### config.mk
export PLATFORM = sky130hd
export DESIGN_NAME = ile_cell
export DESIGN_NICKNAME = d
export VERILOG_FILES = /design/src/hw/rtl/indexed_list_engine_core_assert.svh /design/src/hw/rtl/ile_pkg.sv /design/src/hw/rtl/ile_cell.sv
export SDC_FILE = /design/constraint.sdc
export NUM_CORES = 1
export LEC_CHECK = 0
export BUFFER_PORTS_ARGS = -buffer_cell sky130_fd_sc_hd__buf_2
export CORE_UTILIZATION = 41
export CTS_BUF_LIST = sky130_fd_sc_hd__clkbuf_4 sky130_fd_sc_hd__clkbuf_8
export DETAILED_ROUTE_END_ITERATION = 10
export GPL_ROUTABILITY_DRIVEN = 0
export HOLD_SLACK_MARGIN = 0.08
export MAX_ROUTING_LAYER = met4
export PLACE_DENSITY = 0.79
export SLEW_MARGIN = 5
export SYNTH_ARGS = -nofsm -noshare
export SYNTH_HDL_FRONTEND = slang
export SYNTH_SLANG_ARGS = --single-unit
### constraint.sdc
create_clock -name clock -period 2.4 [get_ports clock]
set_input_delay 0 -clock clock [delete_from_list [all_inputs] [get_ports clock]]
set_output_delay 0 -clock clock [all_outputs]
set_load 0.1 [all_outputs]
### src/hw/rtl/indexed_list_engine_core_assert.svh
// Assertion macros for the indexed list engine.
// Used by the top level; relies on its clock and reset ports.
`ifndef INDEXED_LIST_ENGINE_CORE_ASSERT_SVH
`define INDEXED_LIST_ENGINE_CORE_ASSERT_SVH

`ifndef SYNTH
// same-cycle implication
`define ILE_ASSERT_NOW(lbl, ante, cons) \
   lbl: assert property (@(posedge clock) disable iff (reset) (ante) |-> (cons)) \
      else $error("indexed list engine: assertion failed");
// next-cycle implication
`define ILE_ASSERT_NEXT(lbl, ante, cons) \
   lbl: assert property (@(posedge clock) disable iff (reset) (ante) |=> (cons)) \
      else $error("indexed list engine: assertion failed");
`else
`define ILE_ASSERT_NOW(lbl, ante, cons)
`define ILE_ASSERT_NEXT(lbl, ante, cons)
`endif

`endif

### src/hw/rtl/ile_pkg.sv
// Shared types and constants of the indexed list engine.
// No dependencies; used by ile_cell and indexed_list_engine_core.
`timescale 1ns / 1ps

package ile_pkg;

   localparam int CAPACITY = 64;
   localparam int IDX_W    = (CAPACITY > 2) ? $clog2(CAPACITY) : 1;
   localparam int CNT_W    = $clog2(CAPACITY + 1);
   localparam int POS_W    = 8;
   localparam int CMP_W    = (CNT_W > POS_W) ? CNT_W : POS_W;
   localparam int VAL_W    = 32;
   localparam int OUT_CNT_W = 7;

   // request kinds
   typedef enum logic [2:0] {
      ACT_READ   = 3'd0,
      ACT_FRONT  = 3'd1,
      ACT_END    = 3'd2,
      ACT_AT_POS = 3'd3,
      ACT_DELETE = 3'd4
   } action_type;

   // result status codes
   typedef enum logic [1:0] {
      ST_DONE  = 2'd0,
      ST_RANGE = 2'd1,
      ST_FULL  = 2'd2
   } status_type;

   // operation broadcast to every cell
   typedef enum logic [1:0] {
      OP_HOLD   = 2'd0,
      OP_INSERT = 2'd1,
      OP_DELETE = 2'd2
   } cell_op_type;

   typedef struct packed {
      cell_op_type       op;
      logic [IDX_W-1:0]  pos;
      logic [VAL_W-1:0]  value;
   } cell_cmd_type;

endpackage

### src/hw/rtl/ile_cell.sv
// One list slot: holds a single entry and shifts with its neighbors.
// Depends on ile_pkg.
`timescale 1ns / 1ps

module ile_cell (
   input  logic                         clock,
   input  ile_pkg::cell_cmd_type        cmd,
   input  logic [ile_pkg::IDX_W-1:0]    cell_index,
   input  logic [ile_pkg::VAL_W-1:0]    left_data,
   input  logic [ile_pkg::VAL_W-1:0]    right_data,
   output logic [ile_pkg::VAL_W-1:0]    data_out,
   output logic [ile_pkg::VAL_W-1:0]    read_out
);

   logic [ile_pkg::VAL_W-1:0] data_ff;
   logic [ile_pkg::VAL_W-1:0] data_in;

   // next entry: shift toward the back on insert, toward the front on delete
   always_comb begin
      data_in = data_ff;
      case (cmd.op)
         ile_pkg::OP_INSERT: begin
            if (cell_index > cmd.pos) begin
               data_in = left_data;
            end else if (cell_index == cmd.pos) begin
               data_in = cmd.value;
            end
         end
         ile_pkg::OP_DELETE: begin
            if (cell_index >= cmd.pos) begin
               data_in = right_data;
            end
         end
         default: data_in = data_ff;
      endcase
   end

   always_ff @(posedge clock) begin
      data_ff <= data_in;
   end

   assign data_out = data_ff;
   // masked read tap, OR-combined at the top
   assign read_out = (cell_index == cmd.pos) ? data_ff : '0;

endmodule

==> impl_metrics.xml <==
<?xml version="1.0" encoding="UTF-8"?>
<metrics>
  <group name="job">
    <metric name="drv_cap" unit="">0</metric>
  </group>
  <group name="worst_setup_path">
    <metric name="crit_end" unit="">read_out[20]</metric>
    <metric name="crit_top_cell" unit="">sky130_fd_sc_hd__buf_2</metric>
    <metric name="crit_cells" unit="">8</metric>
    <metric name="worst-endpoint-arrival" unit="ns">1.86</metric>
    <metric name="cp-end-kind" unit="">output pin</metric>
    <metric name="critical_path.top_delay_family" unit="">buffers and inverters</metric>
    <metric name="worst-setup-path-type" unit="">primary input to output pin</metric>
    <metric name="critical_path.n_buffers_inverters" unit="">4</metric>
    <metric name="setup.worst_path.start_class" unit="">primary input</metric>
    <metric name="cp-startpoint" unit="">cmd[37]</metric>
    <metric name="critPathMaxFanout" unit="">34</metric>
    <metric name="worst-endpoint-required" unit="ns">2.40</metric>
    <metric name="slowest_stage" unit="">sky130_fd_sc_hd__buf_2</metric>
    <metric name="cp_peak_stage_delay" unit="ns">0.43</metric>
    <metric name="cp_cell_sequence" unit="">buf_2, inv_1, ha_1, and4_4, and3_4, buf_4, and2_1, buf_2</metric>
  </group>
  <group name="cells_and_area">
    <metric name="largest_register_ff_count" unit="">32</metric>
    <metric name="layout-drive-gt1-share" unit="%">39.22</metric>
    <metric name="finish.net_count" unit="">628</metric>
    <metric name="flow.area_growth_from_synthesis" unit="%">42.27</metric>
    <metric name="nFillCells" unit="">600</metric>
    <metric name="diodes" unit="">0</metric>
  </group>
  <group name="sta">
    <metric name="maxSlewHeadroom" unit="%">19.23</metric>
    <metric name="timing.setup.tns" unit="ns">0</metric>
    <metric name="final.min_clock_period" unit="ns">1.863</metric>
    <metric name="fmax" unit="MHz">536.7</metric>
    <metric name="grt_setup_unrepaired" unit="">false</metric>
    <metric name="hold_viol" unit="">0</metric>
    <metric name="timing_worst_slew_pin_value" unit="ns">1.210</metric>
    <metric name="slew_violations" unit="">0</metric>
    <metric name="final.period_utilization" unit="%">77.63</metric>
    <metric name="final_setup_violating_endpoints" unit="">0</metric>
  </group>
  <group name="floorplanning">
    <metric name="floorplan.die.height" unit="µm">86.97</metric>
    <metric name="core.rowCount" unit="">30</metric>
    <metric name="floorplan.die.width" unit="µm">86.97</metric>
    <metric name="floorplan.initialDensity" unit="%">43.10</metric>
    <metric name="pin_count" unit="">175</metric>
    <metric name="core_region_area" unit="µm²">6869</metric>
    <metric name="design.die.area" unit="µm²">7564</metric>
  </group>
  <group name="global_routing">
    <metric name="overflow" unit="">0</metric>
    <metric name="pin_count_of_the_biggest_net_entering_global_routing" unit="">97</metric>
    <metric name="grt_util_all_layers" unit="%">25.11</metric>
    <metric name="grt_pass1_vias" unit="">3255</metric>
    <metric name="grt_antenna_before_repair" unit="">0</metric>
    <metric name="grt_pass1_wl" unit="mm">14.49</metric>
  </group>
  <group name="power_and_ir_drop">
    <metric name="power.ir.vdd_worst" unit="µV">320.1</metric>
    <metric name="totalPowerFinal" unit="mW">2.621</metric>
    <metric name="areal_power_density_over_the_cells" unit="nW/µm²">622.3</metric>
    <metric name="static-leakage-power" unit="nW">1.912</metric>
  </group>
  <group name="clock_network">
    <metric name="clock_tree_from_tritoncts" unit="">yes</metric>
    <metric name="clock_transition_at_the_registers_of_the_reported_paths" unit="ns">0.06</metric>
    <metric name="numClockSinks" unit="">32</metric>
    <metric name="cts-root-buf" unit="">sky130_fd_sc_hd__clkbuf_8</metric>
    <metric name="post_cts.repair.setup_buffers" unit="">0</metric>
    <metric name="cts-buffers-inserted" unit="">5</metric>
    <metric name="clock_tree.buffer_depth" unit="">2</metric>
    <metric name="cts_max_level" unit="">2</metric>
  </group>
  <group name="drt">
    <metric name="final_antenna_net_count" unit="">0</metric>
    <metric name="routed_via_density" unit="">5.536</metric>
    <metric name="avgRoutedWirePerCell" unit="µm">15.38</metric>
    <metric name="total_drc_errors_in_the_routed_layout" unit="">0</metric>
    <metric name="postRouteWirelength" unit="mm">9.319</metric>
    <metric name="router_iterations_before_antenna_repair" unit="">4</metric>
    <metric name="drt-initial-drc-count" unit="">163</metric>
    <metric name="detailroute.via_count" unit="">3355</metric>
  </group>
  <group name="synth">
    <metric name="syn_area_per_cell" unit="µm²">9.081</metric>
    <metric name="synth.lib_cells_used.distinct" unit="">27</metric>
    <metric name="post_syn_instances" unit="">326</metric>
    <metric name="syn-num-nets" unit="">445</metric>
    <metric name="count_of_synthesis_stage_warnings_from_yosys" unit="">0</metric>
    <metric name="post_synth_design_cell_area" unit="µm²">2960</metric>
    <metric name="yosys_register_bits" unit="">32</metric>
    <metric name="seq_area_frac_synth" unit="%">32.46</metric>
  </group>
  <group name="placement">
    <metric name="io_buffer_count" unit="">174</metric>
    <metric name="dp_hpwl" unit="mm">6.023</metric>
  </group>
  <group name="outcome">
    <metric name="status" unit="">finished, final reports clean</metric>
  </group>
  <group name="min_path">
    <metric name="hold_path.class" unit="">primary input to register</metric>
  </group>
</metrics>
[cells in the final DEF, fill, tap and decap left out, types with 8 or more instances in the layout]
cell type | netlist | layout
sky130_fd_sc_hd__a22oi_1 | 32 | 32
sky130_fd_sc_hd__o311ai_1 | 10 | 10
sky130_fd_sc_hd__nand3_1 | 33 | 33
sky130_fd_sc_hd__edfxtp_1 | 32 | 32
sky130_fd_sc_hd__o311ai_0 | 22 | 22
sky130_fd_sc_hd__and2_1 | 32 | 32
sky130_fd_sc_hd__dlygate4sd3_1 | 0 | 32
sky130_fd_sc_hd__nand4_1 | 32 | 32
sky130_fd_sc_hd__inv_1 | 8 | 8
sky130_fd_sc_hd__nor2b_1 | 64 | 64
sky130_fd_sc_hd__buf_2 | 8 | 174
[routing by layer]
layer  vias to the layer above  track usage (%)  share of wire (%)
li1                       1614                -                  -
met1                      1540            28.33                 40
met2                       177            43.81                 51
met3                        24            4.265                6.9
met4                         0            10.61                2.6
met5                         -                -                  0
[synthesized netlist by cell type]
| master | instances | share of area, % |
|---|---|---|
| sky130_fd_sc_hd__buf_2 | 8 | 1.4 |
| sky130_fd_sc_hd__nand3_1 | 33 | 5.6 |
| sky130_fd_sc_hd__a21oi_1 | 2 | 0.34 |
| sky130_fd_sc_hd__buf_4 | 3 | 0.76 |
| sky130_fd_sc_hd__o311ai_1 | 10 | 3.0 |
| sky130_fd_sc_hd__buf_12 | 4 | 2.7 |
| sky130_fd_sc_hd__a21o_1 | 1 | 0.25 |
| sky130_fd_sc_hd__and2_1 | 32 | 6.8 |
| sky130_fd_sc_hd__nor2b_1 | 64 | 14 |
| sky130_fd_sc_hd__o21ai_1 | 1 | 0.17 |
| sky130_fd_sc_hd__a22oi_1 | 32 | 8.1 |
| sky130_fd_sc_hd__clkbuf_2 | 1 | 0.17 |
| sky130_fd_sc_hd__clkbuf_1 | 18 | 2.3 |
| sky130_fd_sc_hd__buf_6 | 5 | 1.9 |
| sky130_fd_sc_hd__nand4_1 | 32 | 6.8 |
| sky130_fd_sc_hd__nor2b_4 | 1 | 0.46 |
| sky130_fd_sc_hd__o21a_4 | 1 | 0.51 |
| sky130_fd_sc_hd__nor2_1 | 3 | 0.38 |
| sky130_fd_sc_hd__or2_2 | 1 | 0.21 |
| sky130_fd_sc_hd__o311ai_0 | 22 | 6.5 |
| sky130_fd_sc_hd__edfxtp_1 | 32 | 32 |
| sky130_fd_sc_hd__and3_4 | 1 | 0.38 |
| sky130_fd_sc_hd__a41oi_2 | 1 | 0.55 |
| sky130_fd_sc_hd__and4_4 | 1 | 0.38 |
| sky130_fd_sc_hd__ha_1 | 8 | 3.4 |
| sky130_fd_sc_hd__nand2_1 | 1 | 0.13 |
| sky130_fd_sc_hd__inv_1 | 8 | 1.0 |
[per-stage QoR]
stage	setup WS (ns)	instance area [µm²]	hold WS (ns)	util, %	instances
2_1_floorplan	0.002838	2960	0.2351	-	326
3_3_place_gp	0.5133	3804	0.3369	55.37	566
3_5_place_dp	0.3700	3804	0.3389	55.37	566
4_1_cts	0.5265	4212	0.1716	61.31	606
5_1_grt	0.4355	4212	0.2223	61.31	606
6_report	0.5368	4212	0.1735	61.31	606
[power breakdown]
group | internal [mW] | switching, mW | leakage, nW
clock network | 0.224 | 0.193 | 0.0467
logic | 0.309 | 1.09 | 1.56
registers | 0.754 | 0.0490 | 0.303
total | 1.29 | 1.33 | 1.91
[worst min-delay path by stage]
stage	startpoint	endpoint	cells after the start
floorplan	right_data[30]	data_out[30]$_DFFE_PP_	2
global placement	right_data[30]	data_out[30]$_DFFE_PP_	3
detailed placement	right_data[21]	data_out[21]$_DFFE_PP_	3
CTS	left_data[5]	data_out[5]$_DFFE_PP_	4
global route	left_data[8]	data_out[8]$_DFFE_PP_	4
finish	left_data[5]	data_out[5]$_DFFE_PP_	4
[cell type report]
| class | instances | area, µm² | area share [%] |
|---|---|---|---|
| timing repair buffer | 215 | 1284 | 30.48 |
| tap | 96 | 120.1 | 2.852 |
| multi-input combinational | 247 | 1729 | 41.06 |
| clock inverter | 1 | 3.754 | 0.08913 |
| inverter | 8 | 30.03 | 0.7130 |
| clock buffer | 7 | 83.83 | 1.990 |
| sequential | 32 | 960.9 | 22.82 |
[cells by family (layout without fill, tap and decap cells)]
| group | Yosys count | after routing | share of synthesized area [%] |
|---|---|---|---|
| compound gates | 70 | 70 | 19.40 |
| buf+inv | 47 | 231 | 10.19 |
| flops | 32 | 32 | 32.46 |
| simple gates | 169 | 169 | 34.57 |
| fa+ha+maj | 8 | 8 | 3.381 |
[repair_timing]
action	CTS	global route
resized for setup	0	0
hold buffers	32	0
hold endpoints to repair	32	0
endpoints found under the setup margin	0	0
(Power assumes the default switching activity.)
